==> src/lds_pkg.sv <==
`timescale 1ns / 1ps
package lds_pkg;

  localparam int NUM_ENTRIES = 4;
  localparam int REG_COUNT   = 4;

  localparam int TICKET_W   = 16;
  localparam int DRAW_W     = 31;
  localparam int WINS_W     = 32;
  localparam int OUT_SLOT_W = 2;
  localparam int CFG_IDX_W  = 2;

  localparam int SLOT_IDX_W = (NUM_ENTRIES > 1) ? $clog2(NUM_ENTRIES) : 1;
  localparam int TOTAL_W    = TICKET_W + $clog2(NUM_ENTRIES + 1);
  localparam int BIT_CNT_W  = $clog2(DRAW_W);

  localparam logic [TICKET_W-1:0] RST_TICKETS_SLOT0 = TICKET_W'(300);
  localparam logic [TICKET_W-1:0] RST_TICKETS_SLOT1 = TICKET_W'(200);
  localparam logic [TICKET_W-1:0] RST_TICKETS_SLOT2 = TICKET_W'(100);
  localparam logic [TICKET_W-1:0] RST_TICKETS_SLOT3 = TICKET_W'(0);

  typedef logic [TICKET_W-1:0] ticket_t;
  typedef logic [WINS_W-1:0]   wins_t;

  typedef enum logic [2:0] {
    ST_IDLE,
    ST_SUM,
    ST_DIV,
    ST_WALK,
    ST_DONE
  } state_e;

  function automatic ticket_t reset_tickets(input int slot);
    ticket_t val;
    case (slot)
      0:       val = RST_TICKETS_SLOT0;
      1:       val = RST_TICKETS_SLOT1;
      2:       val = RST_TICKETS_SLOT2;
      3:       val = RST_TICKETS_SLOT3;
      default: val = '0;
    endcase
    return val;
  endfunction

endpackage

==> src/lottery_draw_scheduler_unit.sv <==
`timescale 1ns / 1ps
// Lottery draw scheduler. Each accepted word carries a 31-bit random draw; the
// block sums the slot ticket counts one slot per cycle, reduces the draw modulo
// that total with a bit-serial restoring divider (one draw bit per cycle), then
// walks the slots one per cycle to find the winner, bumps its saturating win
// counter and presents one result word, waiting in ST_DONE while the earlier
// result is not yet taken. A draw is accepted only in ST_IDLE, so no new draw is
// taken before the last one's result is loaded. With a zero ticket total the
// divide and walk are skipped and no_tickets is set with winner fields zero.
// Ticket registers are written through the cfg port; the user must write them
// only while no draw is in flight, as the block does not enforce this; indexes
// past the slot count are ignored.
module lottery_draw_scheduler_unit
  import lds_pkg::*;
(
  input  logic                  clk_i,
  input  logic                  rst_ni,

  input  logic                  cfg_we_i,
  input  logic [CFG_IDX_W-1:0]  cfg_index_i,
  input  logic [TICKET_W-1:0]   cfg_data_i,

  input  logic                  in_valid_i,
  output logic                  in_ready_o,
  input  logic [DRAW_W-1:0]     random_value_i,

  output logic                  out_valid_o,
  input  logic                  out_ready_i,
  output logic [OUT_SLOT_W-1:0] winner_slot_o,
  output logic [WINS_W-1:0]     winner_wins_o,
  output logic                  no_tickets_o
);

  state_e state_q, state_d;

  ticket_t tickets_q [NUM_ENTRIES];
  wins_t   wins_q [NUM_ENTRIES];
  wins_t   wins_d [NUM_ENTRIES];

  logic [DRAW_W-1:0]     draw_q, draw_d;
  logic [TOTAL_W-1:0]    total_q, total_d;
  logic [TOTAL_W-1:0]    rem_q, rem_d;
  logic [TOTAL_W-1:0]    sum_q, sum_d;
  logic [SLOT_IDX_W-1:0] idx_q, idx_d;
  logic [BIT_CNT_W-1:0]  bit_q, bit_d;
  logic                  zero_q, zero_d;

  logic                  out_valid_q, out_valid_d;
  logic [OUT_SLOT_W-1:0] out_slot_q, out_slot_d;
  wins_t                 out_wins_q, out_wins_d;
  logic                  out_zero_q, out_zero_d;

  logic [TOTAL_W-1:0] cur_ticket;
  logic [TOTAL_W:0]   trial;
  logic [TOTAL_W-1:0] sum_next;
  logic               idx_last;
  wins_t              cur_wins;

  assign cur_ticket = TOTAL_W'(tickets_q[idx_q]);
  assign sum_next   = total_q + cur_ticket;
  assign trial      = {rem_q, draw_q[DRAW_W-1]};
  assign idx_last   = (idx_q == SLOT_IDX_W'(NUM_ENTRIES - 1));
  assign cur_wins   = wins_q[idx_q];

  always_comb begin
    state_d     = state_q;
    wins_d      = wins_q;
    draw_d      = draw_q;
    total_d     = total_q;
    rem_d       = rem_q;
    sum_d       = sum_q;
    idx_d       = idx_q;
    bit_d       = bit_q;
    zero_d      = zero_q;
    out_valid_d = out_valid_q & ~out_ready_i;
    out_slot_d  = out_slot_q;
    out_wins_d  = out_wins_q;
    out_zero_d  = out_zero_q;
    in_ready_o  = 1'b0;

    case (state_q)
      ST_IDLE: begin
        in_ready_o = 1'b1;
        if (in_valid_i) begin
          draw_d  = random_value_i;
          total_d = '0;
          idx_d   = '0;
          state_d = ST_SUM;
        end
      end
      ST_SUM: begin
        total_d = sum_next;
        if (idx_last) begin
          idx_d  = '0;
          rem_d  = '0;
          bit_d  = '0;
          sum_d  = '0;
          zero_d = (sum_next == '0);
          state_d = (sum_next == '0) ? ST_DONE : ST_DIV;
        end else begin
          idx_d = idx_q + 1'b1;
        end
      end
      ST_DIV: begin
        // restoring step: shift in the next draw bit, subtract if it fits
        if (trial >= {1'b0, total_q}) begin
          rem_d = TOTAL_W'(trial - {1'b0, total_q});
        end else begin
          rem_d = trial[TOTAL_W-1:0];
        end
        draw_d = draw_q << 1;
        bit_d  = bit_q + 1'b1;
        if (bit_q == BIT_CNT_W'(DRAW_W - 1)) begin
          state_d = ST_WALK;
        end
      end
      ST_WALK: begin
        sum_d = sum_q + cur_ticket;
        if ((sum_q + cur_ticket) > rem_q || idx_last) begin
          state_d = ST_DONE;
        end else begin
          idx_d = idx_q + 1'b1;
        end
      end
      ST_DONE: begin
        if (!out_valid_q || out_ready_i) begin
          out_valid_d = 1'b1;
          out_zero_d  = zero_q;
          if (zero_q) begin
            out_slot_d = '0;
            out_wins_d = '0;
          end else begin
            out_slot_d = OUT_SLOT_W'(idx_q);
            if (cur_wins == '1) begin
              out_wins_d = cur_wins;
            end else begin
              out_wins_d         = cur_wins + 1'b1;
              wins_d[idx_q]      = cur_wins + 1'b1;
            end
          end
          state_d = ST_IDLE;
        end
      end
      default: begin
        state_d = ST_IDLE;
      end
    endcase
  end

  always_ff @(posedge clk_i or negedge rst_ni) begin
    if (!rst_ni) begin
      state_q     <= ST_IDLE;
      out_valid_q <= 1'b0;
      for (int i = 0; i < NUM_ENTRIES; i++) begin
        tickets_q[i] <= reset_tickets(i);
        wins_q[i]    <= '0;
      end
    end else begin
      state_q     <= state_d;
      out_valid_q <= out_valid_d;
      wins_q      <= wins_d;
      for (int i = 0; i < NUM_ENTRIES; i++) begin
        if (i < REG_COUNT && cfg_we_i && cfg_index_i == CFG_IDX_W'(i)) begin
          tickets_q[i] <= cfg_data_i;
        end
      end
    end
  end

  always_ff @(posedge clk_i) begin
    draw_q     <= draw_d;
    total_q    <= total_d;
    rem_q      <= rem_d;
    sum_q      <= sum_d;
    idx_q      <= idx_d;
    bit_q      <= bit_d;
    zero_q     <= zero_d;
    out_slot_q <= out_slot_d;
    out_wins_q <= out_wins_d;
    out_zero_q <= out_zero_d;
  end

  assign out_valid_o   = out_valid_q;
  assign winner_slot_o = out_slot_q;
  assign winner_wins_o = out_wins_q;
  assign no_tickets_o  = out_zero_q;

endmodule
==> config.mk <==
export PLATFORM = sky130hd
export DESIGN_NAME = lottery_draw_scheduler_unit
export DESIGN_NICKNAME = d
export VERILOG_FILES = /design/src/lds_pkg.sv /design/src/lottery_draw_scheduler_unit.sv
export SDC_FILE = /design/constraint.sdc
export NUM_CORES = 1
export LEC_CHECK = 0
export ABC_CLOCK_PERIOD_IN_PS = 6300
export BUFFER_PORTS_ARGS = -buffer_cell sky130_fd_sc_hd__buf_2
export CORE_UTILIZATION = 60
export DETAILED_ROUTE_END_ITERATION = 12
export GPL_ROUTABILITY_DRIVEN = 0
export PLACE_DENSITY = 0.78
export SYNTH_ARGS = -nofsm -noshare
export SYNTH_HDL_FRONTEND = slang
export SYNTH_SLANG_ARGS = --single-unit
==> constraint.sdc <==
create_clock -name clk_i -period 6.3 [get_ports clk_i]
set_input_delay 0.315 -clock clk_i [delete_from_list [all_inputs] [get_ports clk_i]]
set_output_delay 0.315 -clock clk_i [all_outputs]
set_load 0.02 [all_outputs]
# Word-level counts from Yosys, hierarchy flattened
# Cells that the tools add are included.
# classes
addsub	6
magnitude_cmp	4
eq_ne	16
mux	34
n_bitwise	5
reduce_logical	25
# ops
cell	count
128-bit bitwise mux	1
32-bit two-way mux	4
19-bit case mux with 2 select lines	3
32-bit binary-select mux with 2-bit select	1
32-bit demux with 2-bit select	1
31-bit case mux with 2 select lines	1
19-bit two-way mux	3
19-bit by 16-bit adder with 19-bit output	2
32-bit by 1-bit adder with 32-bit output (second input constant)	1
16-bit binary-select mux with 2-bit select	1
32-bit == test (second input constant)	1
16-bit two-way mux	2
31-bit two-way mux	1
20-bit by 19-bit >= comparator with 1-bit output	1
19-bit > comparator	1
19-bit zero test	1
19-bit subtractor	1
3-bit two-way mux	6
3-bit case mux with 5 select lines	1
2-bit != test (second input constant)	6
2-bit AND reduction	6
5-bit case mux with 2 select lines	1
2-bit nonzero test	4
2-bit == test (second input constant)	3
other kinds (25)	37
# totals
ff_bits	327
inputBits	54
output_inout_bits	37
wordCells	110

# Logic depth before layout (Yosys ltp)
# Gate-level depths: netlist of the first run.
# logic_depth
word_depth	9
ltp_mapped	24
depth_no_buf	19

# Worst setup path before layout of the first run
# Ideal clock, no wire load.
# synth_timing
path_type	register -> register
from	reg idx_q[0]
to	reg idx_q[0], enable pin
setup_ns	0.299
arrival_time_ns	4.951
t_required_ns	6.001
slack_ns	1.050
stages_incl_launch_ff	24
path_buffers	5
period_less_slack_ns	5.250
cell_sequence	edfxtp_1 buf_6 buf_12 buf_8 buf_6 buf_1 mux4_2 ha_1 o21a_1 o21a_1 nand3_1 o211a_1 nor3b_1 o311ai_0 mux2i_1 nand4_1 ha_1 a21oi_1 nor2b_1 o21ai_0 o211ai_1 a2111oi_0 nor3_1 nand2b_1
# synth_between
elab_chain_len	9
elab_cells_between_ends	10
cone_classes	1 x add/sub; 1 x order compare; 2 x eq/ne; 3 x mux; 1 x bitwise; 2 x reduce/logical
# synth_rtl
item	line_no	source
start: declaration	lottery_draw_scheduler_unit.sv:44	logic [SLOT_IDX_W-1:0] idx_q, idx_d;
start signal: assignment	lottery_draw_scheduler_unit.sv:175	idx_q <= idx_d;
2-bit inverter with 3-bit output (implied by the code)	lottery_draw_scheduler_unit.sv:59	assign cur_ticket = TOTAL_W'(tickets_q[idx_q]);
16-bit binary-select mux with 2-bit select	lottery_draw_scheduler_unit.sv:59	
16-bit two-way mux (implied by the code) (2 in series)	lottery_draw_scheduler_unit.sv:59	
19-bit by 16-bit adder with 19-bit output	lottery_draw_scheduler_unit.sv:119	if ((sum_q + cur_ticket) > rem_q || idx_last) begin
19-bit > comparator	lottery_draw_scheduler_unit.sv:119	
1-bit logical OR (*)	lottery_draw_scheduler_unit.sv:119	
2-bit != test (no source line) (*)	n/a	
3-bit AND reduction (no source line) (*)	n/a	
# Every way passes the cells marked *; elsewhere a longest branch is shown, timed or not. The select of a mux whose other input is x is not followed.
# A chain may end at the register's enable or synchronous reset.

# Worst setup path in the final report of the first run
# layout_timing
from	reg idx_q[0]
to	reg idx_q[1], enable pin
# The elaborated chain is that of the path after synthesis.

==> results of run 1 <==
-- layer usage --
layer,wire [µm],global-route usage [%]
met1,16460,34.60
met2,19450,45.80
met3,1902,3.870
met4,1221,10.03
met5,0,0
-- stage by stage --
step | power (mW) | hold slack [ns] | worst slack [ns] | util, % | cell area [µm²]
floorplan | 6.830 | 0.01941 | 1.050 | - | 17550
global placement | 7.816 | 0.4571 | 0.9681 | 63.49 | 18270
global route | 10.93 | 0.05638 | 0.3620 | 67.74 | 19490
CTS | 10.20 | 0.01217 | 0.7278 | 67.74 | 19490
detailed placement | 7.974 | 0.4699 | 0.8288 | 63.49 | 18270
finish | 10.21 | -0.04017 | 0.7124 | 67.74 | 19490
-- critical path: stages, from the launching register on --
cell and delay [ns]:
edfxtp_1 0.67, buf_4 0.42, mux4_2 0.60, ha_1 0.39, and2_1 0.21, o21ai_0 0.28, o211a_1 0.24, nor3b_1 0.10
o311ai_0 0.49, mux2i_1 0.30, nand4_1 0.12, ha_1 0.20, a21oi_1 0.14, nor2b_1 0.05, o21ai_0 0.15, o211ai_1 0.14
a2111oi_0 0.41, nor3_1 0.19, nand2b_1 0.17
-- logic make-up (layout without fill, tap and decap cells) --
group / Yosys count / after routing / share of synthesized area, %
compound gates: 341 / 341 / 11.55
xor+xnor: 65 / 65 / 3.329
flops: 327 / 327 / 50.42
fa+ha+maj: 80 / 80 / 5.831
simple gates: 530 / 530 / 14.00
buf+inv: 136 / 240 / 3.657
mux: 128 / 128 / 11.21
-- worst paths after layout --
| check | to | depth (start not counted) | slack (ns) | startpoint |
|---|---|---|---|---|
| worst max-delay path | idx_q[1] | 18 | 0.71 | idx_q[0] |
| min in group clk_i | draw_q[22] | 3 | 0.06 | random_value_i[22] |
| worst min-delay path | wins_q[7] | 1 | -0.04 | rst_ni |
| worst max register to register | idx_q[1] | 18 | 0.71 | idx_q[0] |
| worst min register to register | wins_q[96] | 2 | 0.48 | wins_q[96] |
| max in group asynchronous | tickets_q[0] | 2 | 4.84 | rst_ni |
-- registers in the layout, summed over array words and instances (netlist names), 2 cells and up --
| register | flops |
|---|---|
| bit_q | 5 |
| draw_q | 31 |
| idx_q | 2 |
| rem_q | 19 |
| state_q | 3 |
| sum_q | 19 |
| tickets_q | 64 |
| total_q | 19 |
| winner_slot_o | 2 |
| winner_wins_o | 32 |
| wins_q | 128 |
-- synth_stat cells (all sizes together) (11+ instances only) --
cell    count  area, µm²
a211oi     12      90.09
a21o       19      142.6
a21oi     137      708.2
and2       20      125.1
and3       26      168.9
buf        34      259.0
clkbuf     35      131.4
dfrtp     186       4654
edfxtp    131       3934
ha         77      963.4
inv        67      251.5
mux2       69      777.0
mux2i      11      110.1
mux4       48       1081
nand2     221      829.6
nand3      35      202.7
nand4      13      87.58
nor2      130      488.0
nor2b      16      100.1
nor3       24      130.1
o21a       17      127.6
o21ai      99      495.5
xnor2      37      324.1
xor2       28      260.3
-- cell type report --
| cell class | instances | area, µm² |
|---|---|---|
| clock buffers | 44 | 993.5 |
| clock inverters | 22 | 229.0 |
| fillers | 2159 | 9285 |
| inverters | 67 | 251.5 |
| multi-input cells | 1144 | 8090 |
| flip-flops and latches | 327 | 8851 |
| well taps | 384 | 480.5 |
| repair buffers | 107 | 599.3 |
-- power by group through the flow --
stage / logic (mW) / registers, mW / clock network [mW]
5_1_grt: 5.52 / 3.14 / 2.27
4_1_cts: 4.92 / 3.09 / 2.19
2_1_floorplan: 3.83 / 3.00 / 0
3_3_place_gp: 4.71 / 3.10 / 0
6_report: 4.96 / 3.09 / 2.15
3_5_place_dp: 4.85 / 3.12 / 0
==> impl_metrics.yaml, run 1 <==
logic_synthesis:
  synth-seq-cells: 327
  synthesis.area_um2: 17550
  ys_types: 81
  synth_nets: 1741
  synth_seq_area_share_pct: 50.42
  synth-async-reset-ratio_pct: 59.94
  synth-edff-count: 131
  avgSynthCellArea_um2: 10.92
  synthesis.instances: 1607
  yosysWarnings: 0
  yosys_most_used_dff: "dfrtp_1"
route:
  drc: 0
  drt.antenna.violating_nets: 0
  vias_per_cell: 6.019
  vias: 12610
  route.detailed.wl_per_inst_um: 18.63
  routed_wl_mm: 39.04
  dr.pass1.iters: 5
  drt_iter0_drc: 1038
power:
  intPower_mw: 6.117
  pwr-share-seq_pct: 30.3
  switching_share_pct: 40.07
  ir_drop_mv: 0.4215
  power_switching_mw: 4.090
  p_clk_share_pct: 21.1
  p_leak_nw: 8.429
  power_density_nw_per_um2: 523.6
  p_comb_share_pct: 48.6
placement:
  place_inst: 2029
  port_buffers: 90
  post-dp-hpwl_mm: 26.31
clocking:
  cts_resized: 0
  clkTransAtPathRegs_ns: 0.06
  htree_levels: 2
  cts_hold_buf: 0
  cts.sinks: 327
  ctsRootBufferMaster: "clkbuf_16"
  tritoncts: "yes"
  postCtsSetupBuffers: 0
  clk_latency_ns: 0.53
  ctsLongestPathBuffers: 3
  cts_made_buffers: 36
floorplanning:
  dieArea_um2: 29940
  die_h_um: 173.0
  dieWidth_um: 173.0
  core_area_um2: 28780
  num_rows: 62
  initial_core_util_pct: 60.99
  io_pins: 91
layout:
  final_cells: 2095
  final_common_cell: "nand2_1"
  areaGrowthSynthToFinish_pct: 11.06
  final_cell_mix: "nand2_1 (220), dfrtp_1 (186), a21oi_1 (135), edfxtp_1 (131), nor2_1 (129)"
  drive_gt1_share_pct: 18.70
  n_antenna_cell: 0
  fin_nets: 1817
job:
  drv_cap: 0
outcome:
  status: "complete, but fails checks"
  violations: "hold timing"
critical_path:
  critPathLaunchType: "flop"
  crit_arrival_ns: 5.82
  cp-end-kind: "flop"
  worstSetupPathType: "reg -> reg"
  cp_max_fo: 17
  required_ns: 6.54
sta:
  fmax_mhz: 179.0
  hold_viol: 17
  setup_viol: 0
  slew_violations: 0
  rsz0062_at_grt: "false"
  final.setup.tns_ns: 0
  worst_pin_slew_ns: 1.154
  fin_crit_sh_pct: 88.69
  period_minus_slack_ns: 5.588
  slew_headroom_pct: 22.86
  fin_worst_skew_ns: 0.01709
  hold_slack_ns: -0.04017
global_route:
  overflow: 0
  groute.usage.overall_pct: 26.72
  grt_pass1_wl_mm: 64.46
  grt_pass1_vias: 12770
  grt_max_degree: 134
  antenna_found_initial: 0
hold_path:
  min_path_type: "in -> async"
No activity file was read; power rests on OpenSTA's default activity.
==> run 2: changes to the inputs <==
RECOVER_POWER = 50   (was unset)
==> impl_metrics.yaml, run 2 (synthesis results as in run 1) <==
power:
  intPower_mw: 6.118
  p_clk_share_pct: 21.1
  switching_share_pct: 40.02
  power_switching_mw: 4.082
  ir_drop_mv: 0.4209
  p_leak_nw: 8.270
  p_comb_share_pct: 48.6
  pwr-share-seq_pct: 30.4
  power_density_nw_per_um2: 525.4
global_route:
  grt_max_degree: 134
  overflow: 0
  grt_pass1_wl_mm: 64.46
  grt_pass1_vias: 12770
  antenna_found_initial: 0
  groute.usage.overall_pct: 26.72
placement:
  port_buffers: 90
  place_inst: 2029
  post-dp-hpwl_mm: 26.31
  pre_cts_ws_ns: 0.8288
sta:
  final.setup.tns_ns: 0
  setup_viol: 0
  slew_headroom_pct: -120.5
  period_minus_slack_ns: 5.596
  hold_slack_ns: 0.06000
  hold_viol: 0
  slew_violations: 325
  fin_crit_sh_pct: 88.82
  fin_ws_ns: 0.7041
  fin_worst_skew_ns: 0.01646
  worst_pin_slew_ns: 3.308
  fmax_mhz: 178.7
  rsz0062_at_grt: "false"
clocking:
  cts_made_buffers: 36
  ctsRootBufferMaster: "clkbuf_16"
  tritoncts: "yes"
  clkTransAtPathRegs_ns: 0.06
  postCtsSetupBuffers: 0
  ctsLongestPathBuffers: 3
  cts_resized: 0
  htree_levels: 2
  clk_latency_ns: 0.53
  cts.sinks: 327
  cts_hold_buf: 0
layout:
  areaGrowthSynthToFinish_pct: 10.61
  final_cells: 2095
  final_cell_mix: "nand2_1 (220), dfrtp_1 (186), a21oi_1 (135), edfxtp_1 (131), nor2_1 (129)"
  final_common_cell: "nand2_1"
  seqCellArea_um2: 8851
  drive_gt1_share_pct: 16.19
  fin_nets: 1817
  num-fill-cells: 2182
  max_flop_register: "wins_q"
  largest_register_ffs: 128
  multiInputGateArea_um2: 8085
  n_antenna_cell: 0
route:
  vias_per_cell: 5.986
  drc: 0
  route.detailed.wl_per_inst_um: 18.66
  dr.pass1.iters: 5
  vias: 12540
  routed_wl_mm: 39.10
  drt.antenna.violating_nets: 0
  drt_iter0_drc: 1006
critical_path:
  reg2reg_slack_ns: 0.70
  worstSetupStartpoint: "idx_q[0]"
  endpoint: "idx_q[1]"
  crit_arrival_ns: 5.83
  required_ns: 6.53
  cp_max_fo: 17
  critPathLaunchType: "flop"
  rr_worst_depth: 18
  cp-end-kind: "flop"
  timing.rr.end: "idx_q[1]"
  r2r_start: "idx_q[0]"
  worstSetupPathType: "reg -> reg"
floorplanning:
  core_area_um2: 28780
  io_pins: 91
  initial_core_util_pct: 60.99
  dieArea_um2: 29940
  num_rows: 62
  dieWidth_um: 173.0
  die_h_um: 173.0
hold_path:
  min_path_type: "in -> reg"
job:
  drv_cap: 5
outcome:
  status: "complete, but fails checks"
  violations: "capacitance limit, slew limit"
## run 2: cell types whose count changed in the layout (fill, tap and decap cells not counted)
| cell | change |
|---|---|
| clkbuf_2 | +2 |
| and2_1 | -1 |
| nor3b_1 | +1 |
| nor3b_2 | -1 |
| buf_2 | -38 |
| and2_0 | +1 |
| clkbuf_8 | -1 |
| buf_4 | -5 |
| clkbuf_1 | +42 |
## run 2: how the worst min path moves through the flow
stage                       startpoint             to  cells after the start
floorplan                       rst_ni    out_valid_o                      0
global placement            wins_q[67]     wins_q[67]                      2
detailed placement          wins_q[74]     wins_q[74]                      2
CTS                             rst_ni     state_q[0]                      1
global route             cfg_data_i[3]  tickets_q[51]                      2
finish              random_value_i[22]     draw_q[22]                      3
## run 2: cell type report
type / count / share of cell area (%)
Inverter: 67 / 1.295
Timing Repair Buffer: 107 / 2.707
Tap cell: 384 / 2.475
Clock inverter: 22 / 1.179
Multi-Input combinational cell: 1144 / 41.64
Clock buffer: 44 / 5.117
Sequential cell: 327 / 45.59
## run 2: critical path: stages, from the launching register on
cell       delay, ns
edfxtp_1        0.67
buf_4           0.42
mux4_2          0.60
ha_1            0.39
and2_1          0.21
o21ai_0         0.29
o211a_1         0.24
nor3b_1         0.10
o311ai_0        0.49
mux2i_1         0.31
nand4_1         0.12
ha_1            0.20
a21oi_1         0.14
nor2b_1         0.05
o21ai_0         0.15
o211ai_1        0.14
a2111oi_0       0.41
nor3_1          0.19
nand2b_1        0.17
## run 2: stage by stage
stage,cell area (µm²),util (%),power (mW)
2_1_floorplan,17550,-,6.830
3_3_place_gp,18270,63.49,7.816
3_5_place_dp,18270,63.49,7.974
4_1_cts,19490,67.74,10.20
5_1_grt,19420,67.46,10.93
6_report,19420,67.46,10.20
## run 2: per-layer routing
layer	vias up	wire length, µm	track usage [%]
li1	5932	-	-
met1	6165	16460	34.60
met2	357	19460	45.80
met3	86	1967	3.870
met4	0	1205	10.03
met5	-	0	0
## run 2: power by group through the flow
stage | Clock (mW) | Combinational [mW] | Sequential [mW]
after global routing | 2.27 | 5.52 | 3.14
after detailed placement | 0 | 4.85 | 3.12
final | 2.15 | 4.95 | 3.10
after CTS | 2.19 | 4.92 | 3.09
after floorplan | 0 | 3.83 | 3.00
after global placement | 0 | 4.71 | 3.10
